==> src/hw/rtl/sws_pkg.sv <==
// Shared constants, codes and control/status types of the sliding window sender.
package sws_pkg;

  // Ring of payload slots and the largest number of packets a send round may emit.
  localparam int BUF_DEPTH = 16;
  localparam int MAX_OUT   = 16;
  localparam int SLOT_W    = (BUF_DEPTH > 1) ? $clog2(BUF_DEPTH) : 1;
  localparam int SUM_W     = SLOT_W + 1;
  localparam int NLANE     = (BUF_DEPTH < MAX_OUT) ? BUF_DEPTH : MAX_OUT;

  // Field widths.
  localparam int SEQ_W  = 16;
  localparam int BYTE_W = 8;
  localparam int WIN_W  = 5;
  localparam int CFG_W  = 16;
  localparam int CFG_IDX_W = 1;

  localparam logic [CFG_IDX_W-1:0] REG_WINDOW_SIZE    = CFG_IDX_W'(0);
  localparam logic [CFG_IDX_W-1:0] REG_MESSAGE_LENGTH = CFG_IDX_W'(1);

  localparam logic [WIN_W-1:0] WIN_RESET = WIN_W'(4);
  localparam logic [SEQ_W-1:0] TERM_SEQ  = 16'hFFFF;

  // Input command codes.
  localparam logic [1:0] CMD_LOAD = 2'd0;
  localparam logic [1:0] CMD_SEND = 2'd1;
  localparam logic [1:0] CMD_ACK  = 2'd2;

  typedef enum logic [1:0] {
    KIND_DATA = 2'd0,
    KIND_ACK  = 2'd1,
    KIND_TERM = 2'd2,
    KIND_LOAD = 2'd3
  } kind_t;

  typedef struct packed {
    logic  cap_item;
    logic  do_load;
    logic  ack_mark;
    logic  adv_step;
    logic  cap_elig;
    logic  scan_step;
    logic  ram_rd;
    logic  emit;
    kind_t emit_kind;
    logic  emit_acc;
    logic  emit_last;
  } sws_cmd_t;

  typedef struct packed {
    logic [1:0] cmd;
    logic       load_ok;
    logic       ack_valid;
    logic       base_done;
    logic       adv_more;
    logic       elig_any;
    logic       elig_cur;
    logic       elig_rest;
    logic       out_free;
  } sws_sts_t;

endpackage

==> src/hw/rtl/sliding_window_sender_top.sv <==
// Top level of the sliding window sender: ports, field packing and the two sub-blocks.
//
// Selective-repeat sender over a ring of BUF_DEPTH payload slots. Items arrive on the
// in_ stream, one command each: load a message byte, run a send round, or take an
// acknowledgement. Results leave on the out_ stream; out_tlast marks the final result
// of an item, and out_tuser gives its kind. The user must write window_size and
// message_length through cfg_ only while the block is idle; nothing enforces this.
//
// Items are handled one at a time; in_tready is high only while the controller waits
// for the next item. The result of a load, a refused acknowledgement or a terminate
// round is written to the output register from the decode state once that register is
// free. An accepted acknowledgement marks its slot, then moves the window base over the
// acknowledged slots one at a time (at most BUF_DEPTH) before its result is written. A
// send round captures the eligible window lanes and walks them in order, skipping the
// others; it sends at most min(BUF_DEPTH, 16) packets, each after a registered read of
// the payload ring. A round with no eligible lane writes no result.
//
// Reset clears the window state and the acknowledge map at once; there is no clearing
// pass. A stalled out_tready holds the result in the output register, and the block
// waits before writing the next one; a new item may be taken while the last result of
// the previous one is still waiting.
module sliding_window_sender_top import sws_pkg::*; (
  input  logic                 clk,
  input  logic                 rst_n,
  input  logic                 cfg_wen,
  input  logic [CFG_IDX_W-1:0] cfg_idx,
  input  logic [CFG_W-1:0]     cfg_wdata,
  input  logic                 in_tvalid,
  output logic                 in_tready,
  input  logic [31:0]          in_tdata,  // data_byte[7:0], ack_number[23:8], ack_ok[24]
  input  logic [1:0]           in_tuser,  // command[1:0]
  output logic                 out_tvalid,
  input  logic                 out_tready,
  output logic [47:0]          out_tdata, // seq_number[15:0], payload[23:16],
                                          // window_base[39:24], accepted[40]
  output logic [1:0]           out_tuser, // kind[1:0]
  output logic                 out_tlast
);

  sws_cmd_t          ctl;
  sws_sts_t          sts;
  kind_t             out_kind;
  logic [SEQ_W-1:0]  out_seq_number;
  logic [BYTE_W-1:0] out_payload;
  logic [SEQ_W-1:0]  out_window_base;
  logic              out_accepted;

  sws_ctrl u_ctrl (
    .clk      (clk),
    .rst_n    (rst_n),
    .in_tvalid(in_tvalid),
    .in_tready(in_tready),
    .sts      (sts),
    .ctl      (ctl)
  );

  sws_dp u_dp (
    .clk            (clk),
    .rst_n          (rst_n),
    .cfg_wen        (cfg_wen),
    .cfg_idx        (cfg_idx),
    .cfg_wdata      (cfg_wdata),
    .item_command   (in_tuser),
    .item_data_byte (in_tdata[7:0]),
    .item_ack_number(in_tdata[23:8]),
    .item_ack_ok    (in_tdata[24]),
    .ctl            (ctl),
    .sts            (sts),
    .out_tready     (out_tready),
    .out_tvalid     (out_tvalid),
    .out_kind       (out_kind),
    .out_seq_number (out_seq_number),
    .out_payload    (out_payload),
    .out_window_base(out_window_base),
    .out_accepted   (out_accepted),
    .out_last       (out_tlast)
  );

  assign out_tdata = {7'd0, out_accepted, out_window_base, out_payload, out_seq_number};
  assign out_tuser = out_kind;

endmodule

==> src/hw/rtl/sws_ram.sv <==
// Generic single-port-write, single-port-read RAM with a registered read.
module sws_ram #(
  parameter int WIDTH = 8,
  parameter int DEPTH = 16
) (
  input  logic                      clk,
  input  logic                      we,
  input  logic [$clog2(DEPTH)-1:0]  waddr,
  input  logic [WIDTH-1:0]          wdata,
  input  logic                      re,
  input  logic [$clog2(DEPTH)-1:0]  raddr,
  output logic [WIDTH-1:0]          rdata
);

  logic [WIDTH-1:0] mem_r [DEPTH];
  logic [WIDTH-1:0] rdata_r;

  always_ff @(posedge clk) begin
    if (we) begin
      mem_r[waddr] <= wdata;
    end
    if (re) begin
      rdata_r <= mem_r[raddr];
    end
  end

  assign rdata = rdata_r;

endmodule

==> src/hw/rtl/sws_ctrl.sv <==
// Controller state machine of the sliding window sender.
module sws_ctrl import sws_pkg::*; (
  input  logic     clk,
  input  logic     rst_n,
  input  logic     in_tvalid,
  output logic     in_tready,
  input  sws_sts_t sts,
  output sws_cmd_t ctl
);

  typedef enum logic [2:0] {
    S_IDLE,
    S_DECODE,
    S_ADVANCE,
    S_SCAN,
    S_FETCH
  } state_t;

  state_t state_r, state_nxt;
  logic   in_tready_r;

  always_comb begin
    state_nxt     = state_r;
    ctl.cap_item  = 1'b0;
    ctl.do_load   = 1'b0;
    ctl.ack_mark  = 1'b0;
    ctl.adv_step  = 1'b0;
    ctl.cap_elig  = 1'b0;
    ctl.scan_step = 1'b0;
    ctl.ram_rd    = 1'b0;
    ctl.emit      = 1'b0;
    ctl.emit_kind = KIND_DATA;
    ctl.emit_acc  = 1'b0;
    ctl.emit_last = 1'b1;
    case (state_r)
      S_IDLE: begin
        if (in_tvalid && in_tready_r) begin
          ctl.cap_item = 1'b1;
          state_nxt    = S_DECODE;
        end
      end
      S_DECODE: begin
        case (sts.cmd)
          CMD_LOAD: begin
            if (sts.out_free) begin
              ctl.do_load   = sts.load_ok;
              ctl.emit      = 1'b1;
              ctl.emit_kind = KIND_LOAD;
              ctl.emit_acc  = sts.load_ok;
              state_nxt     = S_IDLE;
            end
          end
          CMD_SEND: begin
            if (sts.base_done) begin
              if (sts.out_free) begin
                ctl.emit      = 1'b1;
                ctl.emit_kind = KIND_TERM;
                state_nxt     = S_IDLE;
              end
            end else begin
              ctl.cap_elig = 1'b1;
              state_nxt    = S_SCAN;
            end
          end
          CMD_ACK: begin
            if (sts.ack_valid) begin
              ctl.ack_mark = 1'b1;
              state_nxt    = S_ADVANCE;
            end else if (sts.out_free) begin
              ctl.emit      = 1'b1;
              ctl.emit_kind = KIND_ACK;
              state_nxt     = S_IDLE;
            end
          end
          default: begin
            state_nxt = S_IDLE;
          end
        endcase
      end
      S_ADVANCE: begin
        // Move the base over acknowledged slots one at a time.
        if (sts.adv_more) begin
          ctl.adv_step = 1'b1;
        end else if (sts.out_free) begin
          ctl.emit      = 1'b1;
          ctl.emit_kind = KIND_ACK;
          ctl.emit_acc  = 1'b1;
          state_nxt     = S_IDLE;
        end
      end
      S_SCAN: begin
        if (!sts.elig_any) begin
          state_nxt = S_IDLE;
        end else if (sts.elig_cur) begin
          ctl.ram_rd = 1'b1;
          state_nxt  = S_FETCH;
        end else begin
          ctl.scan_step = 1'b1;
        end
      end
      S_FETCH: begin
        if (sts.out_free) begin
          ctl.emit      = 1'b1;
          ctl.emit_kind = KIND_DATA;
          ctl.emit_last = !sts.elig_rest;
          ctl.scan_step = 1'b1;
          state_nxt     = S_SCAN;
        end
      end
      default: begin
        state_nxt = S_IDLE;
      end
    endcase
  end

  always_ff @(posedge clk) begin
    if (!rst_n) begin
      state_r     <= S_IDLE;
      in_tready_r <= 1'b0;
    end else begin
      state_r     <= state_nxt;
      in_tready_r <= (state_nxt == S_IDLE);
    end
  end

  assign in_tready = in_tready_r;

endmodule

==> src/hw/rtl/sws_dp.sv <==
// Datapath of the sliding window sender: window state, acknowledge map, payload ring and
// output register.
module sws_dp import sws_pkg::*; (
  input  logic                 clk,
  input  logic                 rst_n,
  input  logic                 cfg_wen,
  input  logic [CFG_IDX_W-1:0] cfg_idx,
  input  logic [CFG_W-1:0]     cfg_wdata,
  input  logic [1:0]           item_command,
  input  logic [BYTE_W-1:0]    item_data_byte,
  input  logic [SEQ_W-1:0]     item_ack_number,
  input  logic                 item_ack_ok,
  input  sws_cmd_t             ctl,
  output sws_sts_t             sts,
  input  logic                 out_tready,
  output logic                 out_tvalid,
  output kind_t                out_kind,
  output logic [SEQ_W-1:0]     out_seq_number,
  output logic [BYTE_W-1:0]    out_payload,
  output logic [SEQ_W-1:0]     out_window_base,
  output logic                 out_accepted,
  output logic                 out_last
);

  function automatic logic [SLOT_W-1:0] slot_add(input logic [SLOT_W-1:0] s,
                                                 input logic [SLOT_W-1:0] off);
    logic [SUM_W-1:0] sum;
    sum = {1'b0, s} + {1'b0, off};
    if (sum >= SUM_W'(BUF_DEPTH)) begin
      sum = sum - SUM_W'(BUF_DEPTH);
    end
    return sum[SLOT_W-1:0];
  endfunction

  function automatic logic [SLOT_W-1:0] slot_inc(input logic [SLOT_W-1:0] s);
    return (s == SLOT_W'(BUF_DEPTH - 1)) ? '0 : s + SLOT_W'(1);
  endfunction

  // Configuration registers.
  logic [WIN_W-1:0] win_r;
  logic [SEQ_W-1:0] msg_len_r;

  // Captured input item.
  logic [1:0]        item_cmd_r;
  logic [BYTE_W-1:0] item_byte_r;
  logic [SEQ_W-1:0]  item_ackn_r;
  logic              item_ok_r;

  // Window state.
  logic [SEQ_W-1:0]     base_r, base_nxt;
  logic [SEQ_W-1:0]     hack_r, hack_nxt;
  logic [SEQ_W-1:0]     load_r, load_nxt;
  logic [SLOT_W-1:0]    base_slot_r, base_slot_nxt;
  logic [SLOT_W-1:0]    load_slot_r, load_slot_nxt;
  logic [BUF_DEPTH-1:0] acked_r, acked_nxt;

  // Send round walker.
  logic [NLANE-1:0]  elig_r, elig_nxt;
  logic [SEQ_W-1:0]  scan_seq_r, scan_seq_nxt;
  logic [SLOT_W-1:0] scan_slot_r, scan_slot_nxt;
  logic [NLANE-1:0]  lane_elig;

  // Output register.
  logic              out_valid_r;
  kind_t             out_kind_r;
  logic [SEQ_W-1:0]  out_seq_r;
  logic [BYTE_W-1:0] out_pay_r;
  logic [SEQ_W-1:0]  out_base_r;
  logic              out_acc_r;
  logic              out_last_r;

  logic [SEQ_W-1:0]  ack_seq;
  logic [SEQ_W-1:0]  ack_off;
  logic [SLOT_W-1:0] ack_slot;
  logic              ack_valid;
  logic              load_ok;
  logic              out_free;
  logic [BYTE_W-1:0] ram_rdata;

  sws_ram #(
    .WIDTH(BYTE_W),
    .DEPTH(BUF_DEPTH)
  ) u_payload_ram (
    .clk  (clk),
    .we   (ctl.do_load),
    .waddr(load_slot_r),
    .wdata(item_byte_r),
    .re   (ctl.ram_rd),
    .raddr(scan_slot_r),
    .rdata(ram_rdata)
  );

  always_ff @(posedge clk) begin
    if (ctl.cap_item) begin
      item_cmd_r  <= item_command;
      item_byte_r <= item_data_byte;
      item_ackn_r <= item_ack_number;
      item_ok_r   <= item_ack_ok;
    end
  end

  always_ff @(posedge clk) begin
    if (!rst_n) begin
      win_r     <= WIN_RESET;
      msg_len_r <= '0;
    end else if (cfg_wen) begin
      if (cfg_idx == REG_WINDOW_SIZE) begin
        win_r <= cfg_wdata[WIN_W-1:0];
      end
      if (cfg_idx == REG_MESSAGE_LENGTH) begin
        msg_len_r <= cfg_wdata[SEQ_W-1:0];
      end
    end
  end

  assign load_ok = ((load_r - base_r) < SEQ_W'(BUF_DEPTH)) && (load_r < msg_len_r);

  assign ack_seq   = item_ackn_r - SEQ_W'(1);
  assign ack_off   = ack_seq - base_r;
  assign ack_slot  = slot_add(base_slot_r, ack_off[SLOT_W-1:0]);
  assign ack_valid = item_ok_r && (item_ackn_r != '0) && (ack_seq >= base_r) &&
                     (ack_off < SEQ_W'(BUF_DEPTH)) && (ack_seq < load_r);

  // Each lane of the window is judged on its own; the walker then emits them in order.
  always_comb begin
    logic [SEQ_W:0]    lane_seq;
    logic [SEQ_W:0]    win_lim;
    logic [SLOT_W-1:0] lane_slot;
    win_lim = {1'b0, hack_r} + (SEQ_W+1)'(win_r);
    for (int i = 0; i < NLANE; i++) begin
      lane_seq  = {1'b0, base_r} + (SEQ_W+1)'(i);
      lane_slot = slot_add(base_slot_r, SLOT_W'(i));
      lane_elig[i] = (WIN_W'(i) < win_r) && (lane_seq <= win_lim) &&
                     (lane_seq < {1'b0, msg_len_r}) && (lane_seq < {1'b0, load_r}) &&
                     !acked_r[lane_slot];
    end
  end

  always_comb begin
    base_nxt      = base_r;
    hack_nxt      = hack_r;
    load_nxt      = load_r;
    base_slot_nxt = base_slot_r;
    load_slot_nxt = load_slot_r;
    acked_nxt     = acked_r;
    elig_nxt      = elig_r;
    scan_seq_nxt  = scan_seq_r;
    scan_slot_nxt = scan_slot_r;
    if (ctl.do_load) begin
      load_nxt      = load_r + SEQ_W'(1);
      load_slot_nxt = slot_inc(load_slot_r);
    end
    if (ctl.ack_mark) begin
      acked_nxt[ack_slot] = 1'b1;
      if (item_ackn_r > hack_r) begin
        hack_nxt = item_ackn_r;
      end
    end
    if (ctl.adv_step) begin
      acked_nxt[base_slot_r] = 1'b0;
      base_nxt               = base_r + SEQ_W'(1);
      base_slot_nxt          = slot_inc(base_slot_r);
    end
    if (ctl.cap_elig) begin
      elig_nxt      = lane_elig;
      scan_seq_nxt  = base_r;
      scan_slot_nxt = base_slot_r;
    end else if (ctl.scan_step) begin
      elig_nxt      = elig_r >> 1;
      scan_seq_nxt  = scan_seq_r + SEQ_W'(1);
      scan_slot_nxt = slot_inc(scan_slot_r);
    end
  end

  always_ff @(posedge clk) begin
    if (!rst_n) begin
      base_r      <= '0;
      hack_r      <= '0;
      load_r      <= '0;
      base_slot_r <= '0;
      load_slot_r <= '0;
      acked_r     <= '0;
      elig_r      <= '0;
    end else begin
      base_r      <= base_nxt;
      hack_r      <= hack_nxt;
      load_r      <= load_nxt;
      base_slot_r <= base_slot_nxt;
      load_slot_r <= load_slot_nxt;
      acked_r     <= acked_nxt;
      elig_r      <= elig_nxt;
    end
  end

  always_ff @(posedge clk) begin
    scan_seq_r  <= scan_seq_nxt;
    scan_slot_r <= scan_slot_nxt;
  end

  assign out_free = !out_valid_r || out_tready;

  always_ff @(posedge clk) begin
    if (!rst_n) begin
      out_valid_r <= 1'b0;
    end else if (ctl.emit) begin
      out_valid_r <= 1'b1;
    end else if (out_tready) begin
      out_valid_r <= 1'b0;
    end
  end

  always_ff @(posedge clk) begin
    if (ctl.emit) begin
      out_kind_r <= ctl.emit_kind;
      out_base_r <= base_r;
      out_acc_r  <= ctl.emit_acc;
      out_last_r <= ctl.emit_last;
      case (ctl.emit_kind)
        KIND_DATA: begin
          out_seq_r <= scan_seq_r;
          out_pay_r <= ram_rdata;
        end
        KIND_TERM: begin
          out_seq_r <= TERM_SEQ;
          out_pay_r <= '0;
        end
        default: begin
          out_seq_r <= '0;
          out_pay_r <= '0;
        end
      endcase
    end
  end

  assign sts.cmd       = item_cmd_r;
  assign sts.load_ok   = load_ok;
  assign sts.ack_valid = ack_valid;
  assign sts.base_done = (base_r >= msg_len_r);
  assign sts.adv_more  = (base_r < msg_len_r) && acked_r[base_slot_r];
  assign sts.elig_any  = |elig_r;
  assign sts.elig_cur  = elig_r[0];
  assign sts.elig_rest = |elig_r[NLANE-1:1];
  assign sts.out_free  = out_free;

  assign out_tvalid      = out_valid_r;
  assign out_kind        = out_kind_r;
  assign out_seq_number  = out_seq_r;
  assign out_payload     = out_pay_r;
  assign out_window_base = out_base_r;
  assign out_accepted    = out_acc_r;
  assign out_last        = out_last_r;

  a_base_not_past_load: assert property (@(posedge clk) disable iff (!rst_n)
    base_r <= load_r)
    else $error("window base has passed the load count");

  a_ring_bound: assert property (@(posedge clk) disable iff (!rst_n)
    (load_r - base_r) <= SEQ_W'(BUF_DEPTH))
    else $error("more bytes loaded than the ring holds");

  a_emit_into_free_reg: assert property (@(posedge clk) disable iff (!rst_n)
    ctl.emit |-> out_free)
    else $error("result written over one not yet transferred");

  a_ack_marks_slot: assert property (@(posedge clk) disable iff (!rst_n)
    ctl.ack_mark |=> acked_r[$past(ack_slot)])
    else $error("acknowledged slot not marked");

endmodule

==> config.mk <==
export PLATFORM = sky130hd
export DESIGN_NAME = sliding_window_sender_top
export DESIGN_NICKNAME = d
export VERILOG_FILES = /design/src/hw/rtl/sws_pkg.sv /design/src/hw/rtl/sliding_window_sender_top.sv /design/src/hw/rtl/sws_ram.sv /design/src/hw/rtl/sws_ctrl.sv /design/src/hw/rtl/sws_dp.sv
export SDC_FILE = /design/constraint.sdc
export NUM_CORES = 2
export LEC_CHECK = 0
export BUFFER_PORTS_ARGS = -buffer_cell sky130_fd_sc_hd__clkbuf_2
export CAP_MARGIN = 20
export CORE_MARGIN = 5
export CORE_UTILIZATION = 55
export CTS_CLUSTER_SIZE = 40
export DETAILED_ROUTE_END_ITERATION = 16
export GPL_TIMING_DRIVEN = 1
export PLACE_DENSITY = 0.71
export SETUP_SLACK_MARGIN = 0.4
export SLEW_MARGIN = 20
export SYNTH_ARGS = -nofsm -noshare
export SYNTH_HDL_FRONTEND = slang
export SYNTH_SLANG_ARGS = --single-unit
export TNS_END_PERCENT = 1
==> constraint.sdc <==
create_clock -name clk -period 9.1 [get_ports clk]
set_input_delay 1.365 -clock clk [delete_from_list [all_inputs] [get_ports clk]]
set_output_delay 1.365 -clock clk [all_outputs]
set_load 0.005 [all_outputs]
==> results.md <==
- Area grow syn2layout: 8.64%
- CTS resizes: 0
- Clock-pin slew on the worst setup and hold paths: 0.07 ns
- Crit-path cells: buf_4 > nand4_1 > nor2_1 > nand4_1 > nor2_1 > xnor2_1 > ha_1 > a21o_1 > a2111oi_0 > o21ai_0 > nor4_1 > nand3_1 > or4_1 > a21oi_1
- Synth Flop Type: edfxtp_1
- Status: completed
- Post-synthesis cell type count: 82
- Placed inst area: 37,800 sq um
- Die Wd: 265 um
- Crit path launch type: flip-flop
- Ys Warns: 0
- GRT Total Usage: 0.363
- Hold Path End: u_dp.msg_len_r[15]
- Share of post-route cells with drive strength above 1: 0.0894
- Largest net degree at the start of global routing: 59
- Final period util: 0.658
- Global-route wire length before repair: 195 mm
- Cell Area, Synth: 35,900 sq um
- Final instance area: 39,000 sq um
- Post-DP HPWL: 93.0 mm
- Max Buffers Root-to-Sink: 3
- Sequential element share of the synthesized area: 0.254
- WL/cell: 27.5 um
- Residual DRC: 0
- Sink Count: 341
- Nets: 4,817
- Syn Area/Cell: 9.28 sq um
- Synth top area cells: ha_1, edfxtp_1, dfxtp_1
- Fin. Hold Viols: 0
- Final max-slew violation count: 0
- Final ANT Viol Nets: 0
- Number of synthesized flops with an enable pin: 227
- Min-delay src: u_dp.msg_len_r[15]
- Post-synthesis async set-or-reset flop share: 0
- Worst Tran Pin Value: 1.25 ns
- Syn Inst Count: 3,864
- Clock root buffer: clkbuf_16
- Crit-path slowest cell: dfxtp_1
- Starting density of the core: 0.555
- Post-synth top area cell: ha_1
- Synth top area share: 0.275
- Hold Path Cell Cnt: 2
- Routed wire length: 133 mm
- Data required, critical path: 9.60 ns
- GPL Wtd Cong: 1.08
- Worst VDD drop: 0.000157 V
- Worst Setup Path Type: reg2reg
- Layout Skew: 0.0332 ns
- Critical Path End Type: flip-flop
- Slowest stage delay, CP: 0.99 ns
- Setup_tns: 0 ns
- H-tree Lvls: 2
- CTS tree: done
- Count leader, synth: ha_1
- Max cap viols: 0
- Vias per cell: 6.80
- Buffers on Ports: 94
- Antenna violations before repair: 2
- Leakage: 0.0167 uW
- Register-to-Register Setup Slack: 3.11 ns
- Fmax: 0.167 GHz
- Critical R2R Capture: u_dp.elig_r[4]
- Final setup viols: 0
- Final core utilization: 0.603
- Clock latency on the worst-skew pair: 0.59 ns
- Pre-antenna DRT Iters: 9
- Die area: 70,400 sq um
- Crit. path cell count: 14
- #FFs+latches synth: 341
- Core box area: 64,600 sq um
- Worst min-delay path class: reg2reg
- Initial drt markers: 4,180
- Top post-synthesis cells by count: ha_1, nor2_1, a21oi_1
- Launching point of the worst reg2reg path: u_dp.base_r[8]
- Postcts setup bufs: 0
- Fin cells: 4,849
- RSZ-0062 raised after global routing: false
- Placed insts: 4,784
- Num CTS Buffers: 37
- Minimum clock period: 5.99 ns
- DR vias: 32,996
- CP Buf/Inv Count: 1
- IO Count: 109
- Number of global-route vias before repair: 31,117
- Crit path max fanout: 9
- Hold Buf Count CTS: 0
- PwrDens: 92.8 nW/um^2
- # diodes: 0
- Grt ovf: 0
- Slew margin rel.: 0.154
- Crit path max-delay family: simple AND/OR/NAND/NOR gates
- Worst Path Arrival: 6.49 ns
- Die H: 265 um
- Row count: 93
- R2R depth: 14
==> registers in the layout, indices dropped and copies added (netlist names), 16 cells and up <==
name and flops:
u_dp.hack_r 16, u_dp.acked_r 16, u_dp.scan_seq_r 16, u_dp.load_r 16, u_dp.u_payload_ram.mem_r 128, u_dp.out_seq_number 16, u_dp.out_window_base 16, u_dp.item_ackn_r 16
u_dp.base_r 16, u_dp.elig_r 16, u_dp.msg_len_r 16
==> stage by stage <==
stage / total power, uW / worst slack (ns) / hold slack (ns)
2_1_floorplan: 1960 / 2.79 / 0.435
3_3_place_gp: 2100 / 3.51 / 0.443
3_5_place_dp: 2110 / 3.45 / 0.447
4_1_cts: 3620 / 3.37 / 0.454
5_1_grt: 3730 / 2.97 / 0.474
6_report: 3620 / 3.11 / 0.453
==> cells by family after synthesis <==
logic type,Yosys count,synth area share
flip-flops,341,0.254
buffers and inverters,278,0.0304
AND/OR/NAND/NOR,1050,0.143
adder cells (fa/ha/maj),792,0.277
AO/OA/AOI/OAI,1003,0.180
XOR/XNOR,261,0.0637
other,1,0.000105
multiplexers,138,0.0524
==> worst max path at each step <==
stage                              startpoint                     end  slack [ns]
after floorplan           u_dp.item_ackn_r[5]       u_dp.out_accepted        2.79
after global placement    u_dp.item_ackn_r[5]        u_dp.out_kind[0]        3.51
after detailed placement  u_dp.item_ackn_r[5]  u_dp.out_seq_number[0]        3.45
after CTS                 u_dp.item_ackn_r[5]        u_dp.out_kind[0]        3.37
after global routing      u_dp.item_ackn_r[5]        u_dp.out_kind[0]        2.97
final                          u_dp.base_r[8]          u_dp.elig_r[4]        3.11
==> per-layer routing <==
| metal | part of all wire | track usage | wire length, um |
|---|---|---|---|
| met3 | 0.14 | 0.108 | 19100 |
| met5 | 0.000097 | 0 | 13 |
| met1 | 0.38 | 0.483 | 51100 |
| met2 | 0.40 | 0.528 | 53200 |
| met4 | 0.076 | 0.203 | 10100 |
==> worst register-to-register path: stages, from the launching register on <==
cell and delay, ns:
dfxtp_1 0.99, buf_4 0.32, nand4_1 0.38, nor2_1 0.64, nand4_1 0.92, nor2_1 0.38, xnor2_1 0.20, ha_1 0.24
a21o_1 0.16, a2111oi_0 0.36, o21ai_0 0.15, nor4_1 0.29, nand3_1 0.10, or4_1 0.61, a21oi_1 0.16
==> cells in the final DEF, fill, tap and decap left out, drive strengths merged, types with 20 or more instances in the layout <==
master and count:
nand2b 32, a211oi 38, edfxtp 227, xor2 32, or3 20, a21o 166, mux4 38, nand2 268
inv 145, nor4 32, xnor2 229, nor3 63, nand3 96, a31oi 34, nor2b 67, ha 789
clkbuf 145, nor2 288, o21ai 209, o2111ai 20, a2111oi 24, o211ai 25, mux2i 82, o21a 71
buf 97, nand4 93, a21oi 273, dfxtp 114
==> power by group <==
group          internal, uW  total, uW  switching, uW
combinational           145        400            255
clock                   853       1520            671
sequential             1670       1690           26.1
==> layout make-up <==
cell class | instances | area (sq um)
Timing Repair Buffer | 191 | 1210
Multi-Input combinational cell | 3251 | 25800
Inverter | 147 | 552
Clock inverter | 13 | 174
Clock buffer | 51 | 1020
Fill cell | 5592 | 25600
Tap cell | 855 | 1070
Sequential cell | 341 | 9100
No activity file was read; power rests on OpenSTA's default activity.
